===== src/rtl/lgrf_pkg.sv =====
`default_nettype none

package lgrf_pkg;

   // defaults for the top level parameters
   localparam int MAX_RUN_DEF      = 32;
   localparam int SINE_ENTRIES_DEF = 1024;

   // field widths
   localparam int RANGE_W  = 16;
   localparam int TILT_W   = 16;
   localparam int ANGLE_W  = 16;
   localparam int HEIGHT_W = 14;
   localparam int SENSOR_W = 13;
   localparam int MINRUN_W = 6;

   // configuration port
   localparam int CSR_IDX_W  = 3;
   localparam int CSR_DATA_W = 16;

   typedef logic [CSR_IDX_W-1:0] csr_idx_type;

   localparam csr_idx_type CSR_FILTER_ENABLE = 3'd0;
   localparam csr_idx_type CSR_FLOOR_HEIGHT  = 3'd1;
   localparam csr_idx_type CSR_CEIL_HEIGHT   = 3'd2;
   localparam csr_idx_type CSR_SENSOR_HEIGHT = 3'd3;
   localparam csr_idx_type CSR_MOUNT_YAW     = 3'd4;
   localparam csr_idx_type CSR_MIN_RUN       = 3'd5;
   localparam csr_idx_type CSR_START_ANGLE   = 3'd6;
   localparam csr_idx_type CSR_ANGLE_STEP    = 3'd7;

   // sine polynomial coefficients, Q14
   localparam logic [16:0] SIN_C1 = 17'd51472;
   localparam logic [16:0] SIN_C2 = 17'd21167;
   localparam logic [15:0] SIN_C3 = 16'd2463;
   localparam logic [15:0] QUARTER_TURN = 16'd16384;

endpackage

`default_nettype wire


===== src/rtl/lgrf_if.sv =====
`default_nettype none

// beam item channel
interface lgrf_req_if;
   logic                                  valid;
   logic                                  ready;
   logic        [lgrf_pkg::RANGE_W-1:0]   range_mm;
   logic                                  range_finite;
   logic signed [lgrf_pkg::TILT_W-1:0]    tilt_x;
   logic signed [lgrf_pkg::TILT_W-1:0]    tilt_y;
   logic                                  tilt_valid;
   logic                                  scan_end;

   modport source (output valid, range_mm, range_finite, tilt_x, tilt_y, tilt_valid,
                   scan_end, input ready);
   modport sink   (input valid, range_mm, range_finite, tilt_x, tilt_y, tilt_valid,
                   scan_end, output ready);
endinterface

// filtered beam item channel
interface lgrf_rsp_if;
   logic                                valid;
   logic                                ready;
   logic [lgrf_pkg::RANGE_W-1:0]        out_range_mm;
   logic                                out_finite;
   logic                                out_scan_end;
   logic                                out_last;

   modport source (output valid, out_range_mm, out_finite, out_scan_end, out_last,
                   input ready);
   modport sink   (input valid, out_range_mm, out_finite, out_scan_end, out_last,
                   output ready);
endinterface

`default_nettype wire


===== src/rtl/lgrf_ram.sv =====
`default_nettype none

module lgrf_ram #(
   parameter int WIDTH = 16,
   parameter int DEPTH = 32,
   localparam int ADDR_W = (DEPTH > 1) ? $clog2(DEPTH) : 1
) (
   input  wire logic              clock,
   input  wire logic              wr_en,
   input  wire logic [ADDR_W-1:0] wr_addr,
   input  wire logic [WIDTH-1:0]  wr_data,
   input  wire logic [ADDR_W-1:0] rd_addr,
   output logic      [WIDTH-1:0]  rd_data
);

   logic [WIDTH-1:0] mem_ff [DEPTH];
   logic [WIDTH-1:0] rd_data_ff;

   // one write port, registered read port
   always_ff @(posedge clock) begin
      if (wr_en) begin
         mem_ff[wr_addr] <= wr_data;
      end
      rd_data_ff <= mem_ff[rd_addr];
   end

   assign rd_data = rd_data_ff;

endmodule

`default_nettype wire


===== src/rtl/lidar_ground_run_filter.sv =====
// Ground and overhead stripping filter for the beams of a lidar scan. Beams enter on req_ch,
// filtered beams leave on rsp_ch, each with out_last on the final item a beam causes and
// out_scan_end on the final item of a scan. For a beam whose height projection is needed,
// sine and cosine come from a Q14 polynomial evaluated on one bit-serial
// shift-add multiplier (eight products), then the tilt dot product and the range product
// run one bit per cycle. Beams that skip the projection (filter off, invalid tilt,
// non-finite) go straight to classification. Each released held beam takes one read of
// the hold memory and one output load. A new beam is taken only when the previous one
// has handed all its items to the output register.
// SINE_ENTRIES must be a power of two.
`default_nettype none

module lidar_ground_run_filter #(
   parameter int MAX_RUN      = lgrf_pkg::MAX_RUN_DEF,
   parameter int SINE_ENTRIES = lgrf_pkg::SINE_ENTRIES_DEF
) (
   input  wire logic                                  clock,
   input  wire logic                                  reset,
   input  wire logic                                  csr_we,
   input  wire lgrf_pkg::csr_idx_type                 csr_index,
   input  wire logic [lgrf_pkg::CSR_DATA_W-1:0]       csr_wdata,
   lgrf_req_if.sink                                   req_ch,
   lgrf_rsp_if.source                                 rsp_ch
);

   localparam int CNT_W  = $clog2(MAX_RUN + 1);
   localparam int ADDR_W = (MAX_RUN > 1) ? $clog2(MAX_RUN) : 1;
   localparam int CMP_W  = 7;
   localparam int SIN_SH = 16 - $clog2(SINE_ENTRIES);
   localparam logic [15:0] ANG_MASK = 16'(32'hFFFF << SIN_SH);

   localparam logic [3:0] S_IDLE = 4'd0;
   localparam logic [3:0] S_MSET = 4'd1;
   localparam logic [3:0] S_MRUN = 4'd2;
   localparam logic [3:0] S_ZQ   = 4'd3;
   localparam logic [3:0] S_HP   = 4'd4;
   localparam logic [3:0] S_DEC  = 4'd5;
   localparam logic [3:0] S_RD   = 4'd6;
   localparam logic [3:0] S_WR   = 4'd7;
   localparam logic [3:0] S_SGL  = 4'd8;

   // configuration registers
   logic                               en_ff;
   logic signed [lgrf_pkg::HEIGHT_W-1:0] floor_ff, ceil_ff;
   logic [lgrf_pkg::SENSOR_W-1:0]      sensor_ff;
   logic [15:0]                        yaw_ff, start_ff, step_ff;
   logic [lgrf_pkg::MINRUN_W-1:0]      minrun_ff;

   always_ff @(posedge clock) begin
      if (reset) begin
         en_ff     <= 1'b1;
         floor_ff  <= 14'sd80;
         ceil_ff   <= 14'sd1500;
         sensor_ff <= 13'd300;
         yaw_ff    <= '0;
         minrun_ff <= 6'd8;
         start_ff  <= '0;
         step_ff   <= '0;
      end else if (csr_we) begin
         unique case (csr_index)
            lgrf_pkg::CSR_FILTER_ENABLE: en_ff     <= csr_wdata[0];
            lgrf_pkg::CSR_FLOOR_HEIGHT:  floor_ff  <= csr_wdata[13:0];
            lgrf_pkg::CSR_CEIL_HEIGHT:   ceil_ff   <= csr_wdata[13:0];
            lgrf_pkg::CSR_SENSOR_HEIGHT: sensor_ff <= csr_wdata[12:0];
            lgrf_pkg::CSR_MOUNT_YAW:     yaw_ff    <= csr_wdata;
            lgrf_pkg::CSR_MIN_RUN:       minrun_ff <= csr_wdata[5:0];
            lgrf_pkg::CSR_START_ANGLE:   start_ff  <= csr_wdata;
            lgrf_pkg::CSR_ANGLE_STEP:    step_ff   <= csr_wdata;
            default: ;
         endcase
      end
   end

   // control state
   logic [3:0]       state_ff, state_in;
   logic [3:0]       cnt_ff, cnt_in;
   logic [1:0]       sub_ff, sub_in;
   logic             ph_ff, ph_in;
   logic             first_ff, first_in;
   logic             lact_ff, lact_in;
   logic             commit_ff, commit_in;
   logic [CNT_W-1:0] held_ff, held_in;
   logic [CNT_W-1:0] idx_ff, idx_in;
   logic [CNT_W-1:0] rel_cnt_ff, rel_cnt_in;
   logic             rel_fin_ff, rel_fin_in;
   logic             single_ff, single_in;
   logic             rsp_valid_ff, rsp_valid_in;

   // payload state
   logic [15:0]        beam_ang_ff, beam_ang_in;
   logic [15:0]        ang_ff, ang_in;
   logic signed [15:0] ltx_ff, ltx_in, lty_ff, lty_in;
   logic [15:0]        range_ff, range_in;
   logic               fin_ff, fin_in, end_ff, end_in, calc_ff, calc_in;
   logic [1:0]         q_ff, q_in;
   logic [14:0]        t_ff, t_in, t2_ff, t2_in;
   logic [15:0]        opa_ff, opa_in;
   logic [14:0]        opb_ff, opb_in;
   logic [30:0]        macc_ff, macc_in;
   logic signed [16:0] cos_ff, cos_in, sin_ff, sin_in;
   logic [15:0]        tx_sh_ff, tx_sh_in, ty_sh_ff, ty_sh_in, r_sh_ff, r_sh_in;
   logic signed [34:0] zacc_ff, zacc_in;
   logic signed [48:0] pacc_ff, pacc_in;
   logic [15:0]        sgl_range_ff, sgl_range_in;
   logic               sgl_fin_ff, sgl_fin_in;
   logic [15:0]        o_range_ff, o_range_in;
   logic               o_fin_ff, o_fin_in, o_end_ff, o_end_in, o_last_ff, o_last_in;

   // hold memory
   logic              ram_we;
   logic [15:0]       ram_rd_data;

   lgrf_ram #(
      .WIDTH (lgrf_pkg::RANGE_W),
      .DEPTH (MAX_RUN)
   ) u_hold_ram (
      .clock   (clock),
      .wr_en   (ram_we),
      .wr_addr (held_ff[ADDR_W-1:0]),
      .wr_data (range_ff),
      .rd_addr (idx_ff[ADDR_W-1:0]),
      .rd_data (ram_rd_data)
   );

   // datapath helpers
   logic [15:0]        a_ph, p_ang;
   logic [14:0]        x_off;
   logic [30:0]        macc_nx;
   logic [16:0]        prod_hi;
   logic signed [16:0] s_val;
   logic signed [34:0] term_x, term_y, term;
   logic signed [48:0] pacc_add;
   logic signed [18:0] q_hi;
   logic signed [19:0] q_ext, d_ceil, d_floor;
   logic               rem_nz, is_over, is_ground;
   logic [CMP_W-1:0]   min_run;
   logic [CNT_W-1:0]   cnt_plus;
   logic               out_free, accept, start_ang_first;
   logic [15:0]        ang_use;

   assign out_free = !rsp_valid_ff || rsp_ch.ready;
   assign accept   = req_ch.valid && (state_ff == S_IDLE);

   // sine argument: quantize to the table grid, fold into the first quadrant
   assign a_ph  = ph_ff ? ang_ff : ang_ff + lgrf_pkg::QUARTER_TURN;
   assign p_ang = a_ph & ANG_MASK;
   assign x_off = {1'b0, p_ang[13:0]};

   // one bit-serial multiply step, multiplier msb first
   assign macc_nx = {macc_ff[29:0], 1'b0} + (opb_ff[14] ? 31'(opa_ff) : 31'd0);
   assign prod_hi = macc_nx[30:14];
   assign s_val   = q_ff[1] ? -$signed({1'b0, prod_hi[15:0]}) : $signed({1'b0, prod_hi[15:0]});

   // tilt dot product step, sign bit weighted negative
   assign term_x = tx_sh_ff[15] ? 35'(cos_ff) : 35'sd0;
   assign term_y = ty_sh_ff[15] ? 35'(sin_ff) : 35'sd0;
   assign term   = term_x + term_y;

   // range product step
   assign pacc_add = r_sh_ff[15] ? 49'(zacc_ff) : 49'sd0;

   // height compare against thresholds, sensor height moved to the threshold side
   assign q_hi    = pacc_ff[48:30];
   assign q_ext   = 20'(q_hi);
   assign rem_nz  = |pacc_ff[29:0];
   assign d_ceil  = 20'(ceil_ff) - 20'($signed({1'b0, sensor_ff}));
   assign d_floor = 20'(floor_ff) - 20'($signed({1'b0, sensor_ff}));
   assign is_over   = calc_ff && ((q_ext > d_ceil) || ((q_ext == d_ceil) && rem_nz));
   assign is_ground = calc_ff && !is_over && (q_ext < d_floor);

   // effective minimum run length
   always_comb begin
      min_run = CMP_W'(minrun_ff);
      if (minrun_ff == '0) begin
         min_run = CMP_W'(1);
      end else if (min_run > CMP_W'(MAX_RUN)) begin
         min_run = CMP_W'(MAX_RUN);
      end
   end

   assign cnt_plus        = held_ff + CNT_W'(1);
   assign start_ang_first = first_ff;
   assign ang_use         = start_ang_first ? start_ff + yaw_ff : beam_ang_ff;

   // sequencer
   always_comb begin
      state_in     = state_ff;
      cnt_in       = cnt_ff;
      sub_in       = sub_ff;
      ph_in        = ph_ff;
      first_in     = first_ff;
      lact_in      = lact_ff;
      commit_in    = commit_ff;
      held_in      = held_ff;
      idx_in       = idx_ff;
      rel_cnt_in   = rel_cnt_ff;
      rel_fin_in   = rel_fin_ff;
      single_in    = single_ff;
      rsp_valid_in = rsp_valid_ff && !rsp_ch.ready;
      beam_ang_in  = beam_ang_ff;
      ang_in       = ang_ff;
      ltx_in       = ltx_ff;
      lty_in       = lty_ff;
      range_in     = range_ff;
      fin_in       = fin_ff;
      end_in       = end_ff;
      calc_in      = calc_ff;
      q_in         = q_ff;
      t_in         = t_ff;
      t2_in        = t2_ff;
      opa_in       = opa_ff;
      opb_in       = opb_ff;
      macc_in      = macc_ff;
      cos_in       = cos_ff;
      sin_in       = sin_ff;
      tx_sh_in     = tx_sh_ff;
      ty_sh_in     = ty_sh_ff;
      r_sh_in      = r_sh_ff;
      zacc_in      = zacc_ff;
      pacc_in      = pacc_ff;
      sgl_range_in = sgl_range_ff;
      sgl_fin_in   = sgl_fin_ff;
      o_range_in   = o_range_ff;
      o_fin_in     = o_fin_ff;
      o_end_in     = o_end_ff;
      o_last_in    = o_last_ff;
      ram_we       = 1'b0;

      unique case (state_ff)
         S_IDLE: begin
            if (accept) begin
               range_in = req_ch.range_mm;
               fin_in   = req_ch.range_finite;
               end_in   = req_ch.scan_end;
               ang_in   = ang_use;
               beam_ang_in = ang_use + step_ff;
               ph_in    = 1'b0;
               if (first_ff) begin
                  ltx_in   = req_ch.tilt_x;
                  lty_in   = req_ch.tilt_y;
                  lact_in  = en_ff && req_ch.tilt_valid;
                  first_in = 1'b0;
                  calc_in  = req_ch.range_finite && en_ff && req_ch.tilt_valid;
               end else begin
                  calc_in  = req_ch.range_finite && lact_ff;
               end
               state_in = calc_in ? S_MSET : S_DEC;
            end
         end
         // load t for the current angle and start t*t
         S_MSET: begin
            q_in     = p_ang[15:14];
            t_in     = p_ang[14] ? 15'd16384 - x_off : x_off;
            opa_in   = 16'(t_in);
            opb_in   = t_in;
            macc_in  = '0;
            cnt_in   = 4'd14;
            sub_in   = 2'd0;
            state_in = S_MRUN;
         end
         // shared serial multiplier, four products per sine value
         S_MRUN: begin
            macc_in = macc_nx;
            opb_in  = {opb_ff[13:0], 1'b0};
            cnt_in  = cnt_ff - 4'd1;
            if (cnt_ff == 4'd0) begin
               macc_in = '0;
               cnt_in  = 4'd14;
               sub_in  = sub_ff + 2'd1;
               unique case (sub_ff)
                  2'd0: begin
                     t2_in  = prod_hi[14:0];
                     opa_in = lgrf_pkg::SIN_C3;
                     opb_in = prod_hi[14:0];
                  end
                  2'd1: begin
                     opa_in = 16'(lgrf_pkg::SIN_C2 - prod_hi);
                     opb_in = t2_ff;
                  end
                  2'd2: begin
                     opa_in = 16'(lgrf_pkg::SIN_C1 - prod_hi);
                     opb_in = t_ff;
                  end
                  2'd3: begin
                     if (!ph_ff) begin
                        cos_in   = s_val;
                        ph_in    = 1'b1;
                        state_in = S_MSET;
                     end else begin
                        sin_in   = s_val;
                        tx_sh_in = ltx_ff;
                        ty_sh_in = lty_ff;
                        zacc_in  = '0;
                        cnt_in   = 4'd15;
                        state_in = S_ZQ;
                     end
                  end
                  default: ;
               endcase
            end
         end
         // tilt dot product, one tilt bit per cycle
         S_ZQ: begin
            zacc_in  = (zacc_ff <<< 1) + ((cnt_ff == 4'd15) ? -term : term);
            tx_sh_in = {tx_sh_ff[14:0], 1'b0};
            ty_sh_in = {ty_sh_ff[14:0], 1'b0};
            cnt_in   = cnt_ff - 4'd1;
            if (cnt_ff == 4'd0) begin
               r_sh_in  = range_ff;
               pacc_in  = '0;
               cnt_in   = 4'd15;
               state_in = S_HP;
            end
         end
         // range times dot product, one range bit per cycle
         S_HP: begin
            pacc_in = (pacc_ff <<< 1) + pacc_add;
            r_sh_in = {r_sh_ff[14:0], 1'b0};
            cnt_in  = cnt_ff - 4'd1;
            if (cnt_ff == 4'd0) begin
               state_in = S_DEC;
            end
         end
         // classify and plan the items of this beam
         S_DEC: begin
            rel_cnt_in   = '0;
            rel_fin_in   = 1'b1;
            single_in    = 1'b0;
            sgl_range_in = '0;
            sgl_fin_in   = 1'b0;
            if (is_ground) begin
               if (commit_ff) begin
                  single_in = 1'b1;
               end else begin
                  ram_we = 1'b1;
                  if (CMP_W'(cnt_plus) >= min_run) begin
                     rel_cnt_in = cnt_plus;
                     rel_fin_in = 1'b0;
                     commit_in  = 1'b1;
                     held_in    = '0;
                  end else if (end_ff) begin
                     rel_cnt_in = cnt_plus;
                     held_in    = '0;
                  end else begin
                     held_in    = cnt_plus;
                  end
               end
            end else begin
               rel_cnt_in   = held_ff;
               held_in      = '0;
               commit_in    = 1'b0;
               single_in    = 1'b1;
               sgl_range_in = (is_over || !fin_ff) ? 16'd0 : range_ff;
               sgl_fin_in   = !is_over && fin_ff;
            end
            if (end_ff) begin
               commit_in = 1'b0;
               first_in  = 1'b1;
            end
            idx_in = '0;
            if (rel_cnt_in != '0) begin
               state_in = S_RD;
            end else if (single_in) begin
               state_in = S_SGL;
            end else begin
               state_in = S_IDLE;
            end
         end
         S_RD: begin
            state_in = S_WR;
         end
         // hand one released beam to the output register
         S_WR: begin
            if (out_free) begin
               rsp_valid_in = 1'b1;
               o_range_in   = rel_fin_ff ? ram_rd_data : 16'd0;
               o_fin_in     = rel_fin_ff;
               o_last_in    = (idx_ff == rel_cnt_ff - CNT_W'(1)) && !single_ff;
               o_end_in     = o_last_in && end_ff;
               idx_in       = idx_ff + CNT_W'(1);
               if (idx_ff == rel_cnt_ff - CNT_W'(1)) begin
                  state_in = single_ff ? S_SGL : S_IDLE;
               end else begin
                  state_in = S_RD;
               end
            end
         end
         S_SGL: begin
            if (out_free) begin
               rsp_valid_in = 1'b1;
               o_range_in   = sgl_range_ff;
               o_fin_in     = sgl_fin_ff;
               o_last_in    = 1'b1;
               o_end_in     = end_ff;
               state_in     = S_IDLE;
            end
         end
         default: begin
            state_in = S_IDLE;
         end
      endcase
   end

   // control registers
   always_ff @(posedge clock) begin
      if (reset) begin
         state_ff     <= S_IDLE;
         cnt_ff       <= '0;
         sub_ff       <= '0;
         ph_ff        <= 1'b0;
         first_ff     <= 1'b1;
         lact_ff      <= 1'b0;
         commit_ff    <= 1'b0;
         held_ff      <= '0;
         idx_ff       <= '0;
         rel_cnt_ff   <= '0;
         rel_fin_ff   <= 1'b0;
         single_ff    <= 1'b0;
         rsp_valid_ff <= 1'b0;
         ltx_ff       <= '0;
         lty_ff       <= '0;
         beam_ang_ff  <= '0;
      end else begin
         state_ff     <= state_in;
         cnt_ff       <= cnt_in;
         sub_ff       <= sub_in;
         ph_ff        <= ph_in;
         first_ff     <= first_in;
         lact_ff      <= lact_in;
         commit_ff    <= commit_in;
         held_ff      <= held_in;
         idx_ff       <= idx_in;
         rel_cnt_ff   <= rel_cnt_in;
         rel_fin_ff   <= rel_fin_in;
         single_ff    <= single_in;
         rsp_valid_ff <= rsp_valid_in;
         ltx_ff       <= ltx_in;
         lty_ff       <= lty_in;
         beam_ang_ff  <= beam_ang_in;
      end
   end

   // payload registers
   always_ff @(posedge clock) begin
      ang_ff       <= ang_in;
      range_ff     <= range_in;
      fin_ff       <= fin_in;
      end_ff       <= end_in;
      calc_ff      <= calc_in;
      q_ff         <= q_in;
      t_ff         <= t_in;
      t2_ff        <= t2_in;
      opa_ff       <= opa_in;
      opb_ff       <= opb_in;
      macc_ff      <= macc_in;
      cos_ff       <= cos_in;
      sin_ff       <= sin_in;
      tx_sh_ff     <= tx_sh_in;
      ty_sh_ff     <= ty_sh_in;
      r_sh_ff      <= r_sh_in;
      zacc_ff      <= zacc_in;
      pacc_ff      <= pacc_in;
      sgl_range_ff <= sgl_range_in;
      sgl_fin_ff   <= sgl_fin_in;
      o_range_ff   <= o_range_in;
      o_fin_ff     <= o_fin_in;
      o_end_ff     <= o_end_in;
      o_last_ff    <= o_last_in;
   end

   assign req_ch.ready        = (state_ff == S_IDLE);
   assign rsp_ch.valid        = rsp_valid_ff;
   assign rsp_ch.out_range_mm = o_range_ff;
   assign rsp_ch.out_finite   = o_fin_ff;
   assign rsp_ch.out_scan_end = o_end_ff;
   assign rsp_ch.out_last     = o_last_ff;

   // held run never fills the hold memory between beams
   assert property (@(posedge clock) disable iff (reset) held_ff < CNT_W'(MAX_RUN))
      else $error("held run count out of range");

   // a committed run holds nothing back
   assert property (@(posedge clock) disable iff (reset) commit_ff |-> (held_ff == '0))
      else $error("committed run with held beams");

   // waiting for a new scan leaves no run state behind
   assert property (@(posedge clock) disable iff (reset)
      first_ff |-> ((held_ff == '0) && !commit_ff))
      else $error("run state left over at scan start");

endmodule

`default_nettype wire

===== src/flat_wrapper.sv =====
// flat-port wrapper written by rule: the top's interface ports become plain ports
module lidar_ground_run_filter_flat 
#(
   parameter int MAX_RUN      = lgrf_pkg::MAX_RUN_DEF,
   parameter int SINE_ENTRIES = lgrf_pkg::SINE_ENTRIES_DEF
)
  (clock, reset, csr_we, csr_index, csr_wdata, req_ch_valid, req_ch_range_mm, req_ch_range_finite, req_ch_tilt_x, req_ch_tilt_y, req_ch_tilt_valid, req_ch_scan_end, req_ch_ready, rsp_ch_valid, rsp_ch_out_range_mm, rsp_ch_out_finite, rsp_ch_out_scan_end, rsp_ch_out_last, rsp_ch_ready);
  lgrf_req_if req_ch_i ();
  lgrf_rsp_if rsp_ch_i ();
  input  wire logic clock;
  input  wire logic reset;
  input  wire logic csr_we;
  input  wire lgrf_pkg::csr_idx_type csr_index;
  input  wire logic [lgrf_pkg::CSR_DATA_W-1:0] csr_wdata;
  input wire logic [$bits(req_ch_i.valid)-1:0] req_ch_valid;
  input wire logic [$bits(req_ch_i.range_mm)-1:0] req_ch_range_mm;
  input wire logic [$bits(req_ch_i.range_finite)-1:0] req_ch_range_finite;
  input wire logic [$bits(req_ch_i.tilt_x)-1:0] req_ch_tilt_x;
  input wire logic [$bits(req_ch_i.tilt_y)-1:0] req_ch_tilt_y;
  input wire logic [$bits(req_ch_i.tilt_valid)-1:0] req_ch_tilt_valid;
  input wire logic [$bits(req_ch_i.scan_end)-1:0] req_ch_scan_end;
  output wire logic [$bits(req_ch_i.ready)-1:0] req_ch_ready;
  output wire logic [$bits(rsp_ch_i.valid)-1:0] rsp_ch_valid;
  output wire logic [$bits(rsp_ch_i.out_range_mm)-1:0] rsp_ch_out_range_mm;
  output wire logic [$bits(rsp_ch_i.out_finite)-1:0] rsp_ch_out_finite;
  output wire logic [$bits(rsp_ch_i.out_scan_end)-1:0] rsp_ch_out_scan_end;
  output wire logic [$bits(rsp_ch_i.out_last)-1:0] rsp_ch_out_last;
  input wire logic [$bits(rsp_ch_i.ready)-1:0] rsp_ch_ready;
  assign req_ch_i.valid = req_ch_valid;
  assign req_ch_i.range_mm = req_ch_range_mm;
  assign req_ch_i.range_finite = req_ch_range_finite;
  assign req_ch_i.tilt_x = req_ch_tilt_x;
  assign req_ch_i.tilt_y = req_ch_tilt_y;
  assign req_ch_i.tilt_valid = req_ch_tilt_valid;
  assign req_ch_i.scan_end = req_ch_scan_end;
  assign req_ch_ready = req_ch_i.ready;
  assign rsp_ch_valid = rsp_ch_i.valid;
  assign rsp_ch_out_range_mm = rsp_ch_i.out_range_mm;
  assign rsp_ch_out_finite = rsp_ch_i.out_finite;
  assign rsp_ch_out_scan_end = rsp_ch_i.out_scan_end;
  assign rsp_ch_out_last = rsp_ch_i.out_last;
  assign rsp_ch_i.ready = rsp_ch_ready;
  lidar_ground_run_filter #(.MAX_RUN(MAX_RUN), .SINE_ENTRIES(SINE_ENTRIES)) u_core (.clock(clock), .reset(reset), .csr_we(csr_we), .csr_index(csr_index), .csr_wdata(csr_wdata), .req_ch(req_ch_i), .rsp_ch(rsp_ch_i));
endmodule

===== config.mk =====
export PLATFORM = sky130hd
export DESIGN_NAME = lidar_ground_run_filter_flat
export DESIGN_NICKNAME = d
export VERILOG_FILES = /design/src/rtl/lgrf_pkg.sv /design/src/rtl/lgrf_if.sv /design/src/rtl/lgrf_ram.sv /design/src/rtl/lidar_ground_run_filter.sv /design/src/flat_wrapper.sv
export SDC_FILE = /design/constraint.sdc
export NUM_CORES = 2
export LEC_CHECK = 0
export BUFFER_PORTS_ARGS = -buffer_cell sky130_fd_sc_hd__buf_2
export CORE_MARGIN = 8
export CORE_UTILIZATION = 30
export CTS_BUF_LIST = sky130_fd_sc_hd__clkbuf_4
export CTS_CLUSTER_SIZE = 20
export DETAILED_ROUTE_END_ITERATION = 10
export SETUP_SLACK_MARGIN = 0.1
export SYNTH_ARGS = -nofsm -noshare
export SYNTH_HDL_FRONTEND = slang
export SYNTH_SLANG_ARGS = --single-unit

===== constraint.sdc =====
create_clock -name clock -period 8.9 [get_ports clock]
set_input_delay 0.89 -clock clock [delete_from_list [all_inputs] [get_ports clock]]
set_output_delay 0.89 -clock clock [all_outputs]
set_load 0.01 [all_outputs]

# After elaboration in Yosys (flattened, before gate mapping)
# Memories as Yosys holds them, arrays and structs flattened. A register that Yosys moved wholly into a read port is not among the register bits.
# Index checks and enable logic that the tools add are counted.
# totals
ram_bits,512
mem_count,1
reg_bits,508
# memory_table
name,depth,width,read_ports,rd_ports_with_merged_regs,wr,line,text
u_core.u_hold_ram.mem_ff,32,16,1,1,1,lgrf_ram.sv:16,logic [WIDTH-1:0] mem_ff [DEPTH];
# op_classes
n_lt_le_gt_ge,4
add_sub_neg,19
mux,106
n_eq_ne,32
bitwise,1
n_reduce_logical,61
# op_table
op,n
16-bit two-way mux,14
35-bit two-way mux,6
16-bit one-hot mux with 2 select lines,5
49-bit two-way mux,2
49-bit one-hot mux with 2 select lines,1
35-bit adder,2
35-bit one-hot mux with 2 select lines,1
6-bit two-way mux,11
29-bit one-hot mux with 2 select lines,1
4-bit two-way mux,14
49-bit adder,1
16-bit one-hot mux with 3 select lines,1
15-bit one-hot mux with 3 select lines,1
4-bit one-hot mux with 9 select lines,1
35-bit negation,1
16-bit adder,2
1-bit two-way mux,31
30-bit by 16-bit adder with 30-bit output,1
15-bit two-way mux,2
15-bit one-hot mux with 2 select lines,1
30-bit OR reduction,1
14-bit by 14-bit subtractor with 15-bit output,2
29-bit two-way mux,1
2-bit AND reduction,13
50 further kinds,107

# Longest topological paths before layout
# logic_depth
ltp_word,13
depth_mapped,29

# Hierarchy
# From an unflattened synthesis, not the netlist that was laid out.
# hier_totals
cells_unflattened,4445
hier_area_um2,50807.5
# modules_own_cells
module,instances,cells_per_inst,area_each_um2
lidar_ground_run_filter,1,3302,30272.8
lgrf_ram,1,1143,20534.7

# Worst setup path before layout
# No wires, ideal clock.
# synth_path
kind,reg-to-reg
from,reg u_core.state_ff[0]
to,"reg u_core.pacc_ff[0], enable pin"
arrival_time_ps,5876
stages_incl_launch_ff,6
path_buffers,2
synth_period_minus_slack_ps,6454
slack_ps,2446
cell_sequence,dfxtp_1 > clkbuf_1 > nor2b_1 > nand2_1 > clkbuf_1 > o21ai_0
# synth_between
elab_chain_len,3
elab_cells_between_ends,5
# synth_rtl
element,line,text
from (decl),lidar_ground_run_filter.sv:75,"logic [3:0] state_ff, state_in;"
from (signal assigned),lidar_ground_run_filter.sv:424,state_ff <= state_in;
4-bit by 2-bit == test with 1-bit output / 4-bit by 3-bit == test with 1-bit output (equally long branches),lidar_ground_run_filter.sv:229,unique case (state_ff)
2-bit by 1-bit != test with 1-bit output (no line) / 2-bit nonzero test (equally long branches),--,
2-bit AND reduction (no line) *,--,
to (signal assigned),lidar_ground_run_filter.sv:462,pacc_ff <= pacc_in;
to (decl),lidar_ground_run_filter.sv:103,"logic signed [48:0] pacc_ff, pacc_in;"
# Every way passes the cells marked *; elsewhere a longest branch is shown, timed or not.
# A chain may end at the register's enable or synchronous reset.

# Worst setup path after layout
# layout_path
from,reg u_core.ty_sh_ff[15]
to,reg u_core.zacc_ff[28] (data pin)
# layout_between
elab_chain_len,6
# layout_rtl
element,line,text
from (decl),lidar_ground_run_filter.sv:101,"logic [15:0] tx_sh_ff, tx_sh_in, ty_sh_ff, ty_sh_in, r_sh_ff, r_sh_in;"
from (signal assigned),lidar_ground_run_filter.sv:459,ty_sh_ff <= ty_sh_in;
35-bit two-way mux *,lidar_ground_run_filter.sv:156,assign term_y = ty_sh_ff[15] ? 35'(sin_ff) : 35'sd0;
35-bit adder *,lidar_ground_run_filter.sv:157,assign term = term_x + term_y;
35-bit negation,lidar_ground_run_filter.sv:304,zacc_in = (zacc_ff <<< 1) + ((cnt_ff == 4'd15) ? -term : term);
35-bit two-way mux *,lidar_ground_run_filter.sv:304,
35-bit adder *,lidar_ground_run_filter.sv:304,
35-bit one-hot mux with 2 select lines *,lidar_ground_run_filter.sv:229,
to (signal assigned),lidar_ground_run_filter.sv:461,zacc_ff <= zacc_in;
to (decl),lidar_ground_run_filter.sv:102,"logic signed [34:0] zacc_ff, zacc_in;"
# Marked as above.

==> metrics.txt <==
total I/O pin count=96; most frequent cells in the layout=edfxtp_1 (828), nand2_1 (604), clkbuf_4 (411); Tmin final=6.59 ns; WS Path Type=register to register; total grt overflow=0; Die Wd=427 µm; Syn Std Cell Area=0.0506 mm²; top cells by area, synth=edfxtp_1 (49%), dfxtp_1 (7.7%), mux4_2 (7.1%), ha_1 (5.6%), nand2_1 (4.5%); RSZ-0062 raised after global routing=no; Nets=4823; initial antenna violation count=3; gr usage total=14.3%; H-tree levels=5; Sw Pwr=4.78 mW; Syn Area/Cell=12.1 µm²; status=finished, final reports clean; final number of setup-violating endpoints=0; clk buf depth=4; Hold Path Cell Cnt=4; hold_sp=csr_index[1]; TritonCTS clock tree=built; Critical Path AT=7.48 ns; Gate Count Post-Synth=4181; reg2reg end=u_core.zacc_ff[28]$_SDFFCE_PN0P_; worst-skew pair later-pin latency=1.27 ns; DRC errors left=0; WP data required=9.78 ns; Root Driver=clkbuf_4; commonest non-fill, non-tap cell in the layout=edfxtp_1; Hold WC Path Type=input pin to register; reg-to-reg startpoint=u_core.ty_sh_ff[15]$_DFFE_PP_; asr flop ratio synth=0%; num rows=150; Max Slew Vio Count=0; Placer Congestion=0.840; power per standard cell area=245 mW/mm²; largest net degree at the start of global routing=96; final cell count without fillers=6915; fraction of layout cells with a size suffix above 1=17.6%; PortBufs=95; worst-path fanout max=17; WL/cell=19.4 µm; DRT Wirelength=134000 µm; Post-synth EDFFs=828; Reg2Reg Setup Slack=2.31 ns; Worst-Margin Slew=1.20 ns; Worst Setup Slack, final=2.31 ns; placed insts=6360; first-pass GRT wire length=204000 µm; maximum VDD drop=0.000212 V; clk_skew=0.134 ns; Slew HR=19.8%; DPL Wire Length=88400 µm; prevailing post-synth register cell=edfxtp_1; Yosys reg bits=1023; overall power=14.2 mW; sequential element share of the synthesized area=56.8%; Internal Power=9.39 mW; clock-pin slew on the worst setup and hold paths=0.06 ns; Starting Density=30.2%; Core ar.=0.167 mm²; Syn Nets=4490; Critical Path End Type=register; synth unique cells=100; final core utilization=34.5%; LEAKAGE=20.7 nW; period utilization=74.1%; antenna-violating nets left=0; yosys warns=0; Clock Power Share=29.2%; Comb power frac=26.6%; starting DRC count in detailed routing=2786; Num CTS Buffers=289; DIE HEIGHT=427 µm; via/cell ratio=5.08; via count=35107; clock sink total=1023; Die Footprint=0.182 mm²; Area growth syn-to-layout=14.0%; Fin Setup TNS=0 ns; Sw Share=33.7%; crit path launch type=register; share of the synthesized area in the top cell type=49.1%; fmax=152 MHz; total of max-cap violations=0; Hold Fails Final Rpt=0; DR pass1 iterations=5; part of the power in registers=44.2%; Hold EP=u_core.en_ff$_SDFFE_PP1P_; biggest area consumer among synthesized cells=edfxtp_1; pre-CTS setup slack=2.42 ns; Reg2Reg Depth=26; vias in the first global route=34477
worst max-delay path, cell delays in order, from the launching register on:
cell      delay [ns]
edfxtp_1        0.56
and2_1          0.22
ha_1            0.39
a21oi_1         0.43
o21ai_0         0.21
o21a_1          0.19
o211a_1         0.25
o31a_1          0.27
o21ai_0         0.18
nand2b_1        0.09
fa_1            0.49
nor2_1          0.16
nand2b_1        0.12
nor3_2          0.38
nor2_1          0.08
o21a_1          0.20
ha_1            0.34
a21oi_1         0.16
o221ai_1        0.14
a21oi_1         0.20
nand2_1         0.08
a21o_1          0.21
a41oi_1         0.34
o21ai_0         0.19
a31oi_1         0.22
xor2_1          0.16
nor2_1          0.05
layer usage:
metal	wire length, µm	up-vias	track usage [%]
met5	0	-	0
met4	4080	0	5.43
met2	64700	1171	23.7
met1	57000	17221	18.5
li1	-	16484	-
met3	8480	231	2.89
per-stage QoR:
stage                     hold WS (ns)  instance area (µm²)
after floorplan                  0.429                50600
after global placement           0.437                53600
after detailed placement         0.444                53600
after CTS                      0.00550                57700
after global routing            0.0919                57700
final                            0.160                57700
cell usage after synthesis, types with 54 or more instances:
| cell type | instances |
|---|---|
| nand3_1 | 59 |
| and2_1 | 114 |
| dfxtp_1 | 195 |
| clkbuf_1 | 140 |
| a21oi_1 | 301 |
| nor3_1 | 74 |
| and3_1 | 69 |
| a21o_1 | 82 |
| xor2_1 | 54 |
| nor2_1 | 244 |
| edfxtp_1 | 828 |
| inv_1 | 125 |
| nand2_1 | 607 |
| o21ai_0 | 145 |
| xnor2_1 | 128 |
| ha_1 | 225 |
| mux4_2 | 160 |
power by group through the flow:
stage | combinational, mW | sequential (mW) | clock [mW]
after floorplan | 2.61 | 6.29 | 0
after global placement | 3.66 | 6.36 | 0
after detailed placement | 3.72 | 6.36 | 0
after CTS | 3.76 | 6.27 | 4.27
after global routing | 4.16 | 6.31 | 4.51
final | 3.77 | 6.27 | 4.14
how the worst max path moves through the flow:
stage | cells past startpoint | slack (ns) | start | endpoint
5_1_grt | 25 | 1.77 | u_core.ty_sh_ff[15]$_DFFE_PP_ | u_core.zacc_ff[33]$_SDFFCE_PN0P_
3_5_place_dp | 26 | 2.42 | u_core.ty_sh_ff[15]$_DFFE_PP_ | u_core.zacc_ff[28]$_SDFFCE_PN0P_
6_report | 26 | 2.31 | u_core.ty_sh_ff[15]$_DFFE_PP_ | u_core.zacc_ff[28]$_SDFFCE_PN0P_
3_3_place_gp | 25 | 2.43 | u_core.tx_sh_ff[15]$_DFFE_PP_ | u_core.zacc_ff[27]$_SDFFCE_PN0P_
2_1_floorplan | 5 | 2.45 | u_core.state_ff[0]$_SDFFE_PP0P_ | u_core.pacc_ff[0]$_SDFFCE_PN0P_
4_1_cts | 26 | 2.35 | u_core.ty_sh_ff[15]$_DFFE_PP_ | u_core.zacc_ff[28]$_SDFFCE_PN0P_
logic make-up after synthesis:
family / share of synthesized area, %
AO/OA/AOI/OAI: 10.9
XOR/XNOR: 3.30
adder cells (fa/ha/maj): 5.92
buffers and inverters: 2.19
flip-flops: 56.8
multiplexers: 8.06
AND/OR/NAND/NOR: 12.8
cell type report:
class,instances,area [µm²]
diodes,5,12.5
repair buffers,207,1500
clock buffers,411,3090
fillers,16553,110000
multi-input cells,2864,20800
well taps,2204,2760
inverters,129,484
flip-flops and latches,1023,28800
clock inverters,72,320
repair_timing:
action                                 in CTS  in global routing
hold buffers                               67                  0
endpoints found under the hold margin     145                  0
buffers inserted                            0                  0
setup endpoints to repair                   0                  0
resized for setup                           0                  0
flip-flops by register name, summed over array words and instances, names as in the netlist, 17 cells and up:
signal,flops
u_core.pacc_ff,49
u_core.cos_ff,17
u_core.macc_ff,29
u_core.zacc_ff,35
u_core.sin_ff,17
u_core.u_hold_ram.mem_ff,512
Power figures use the tool's default switching activity.
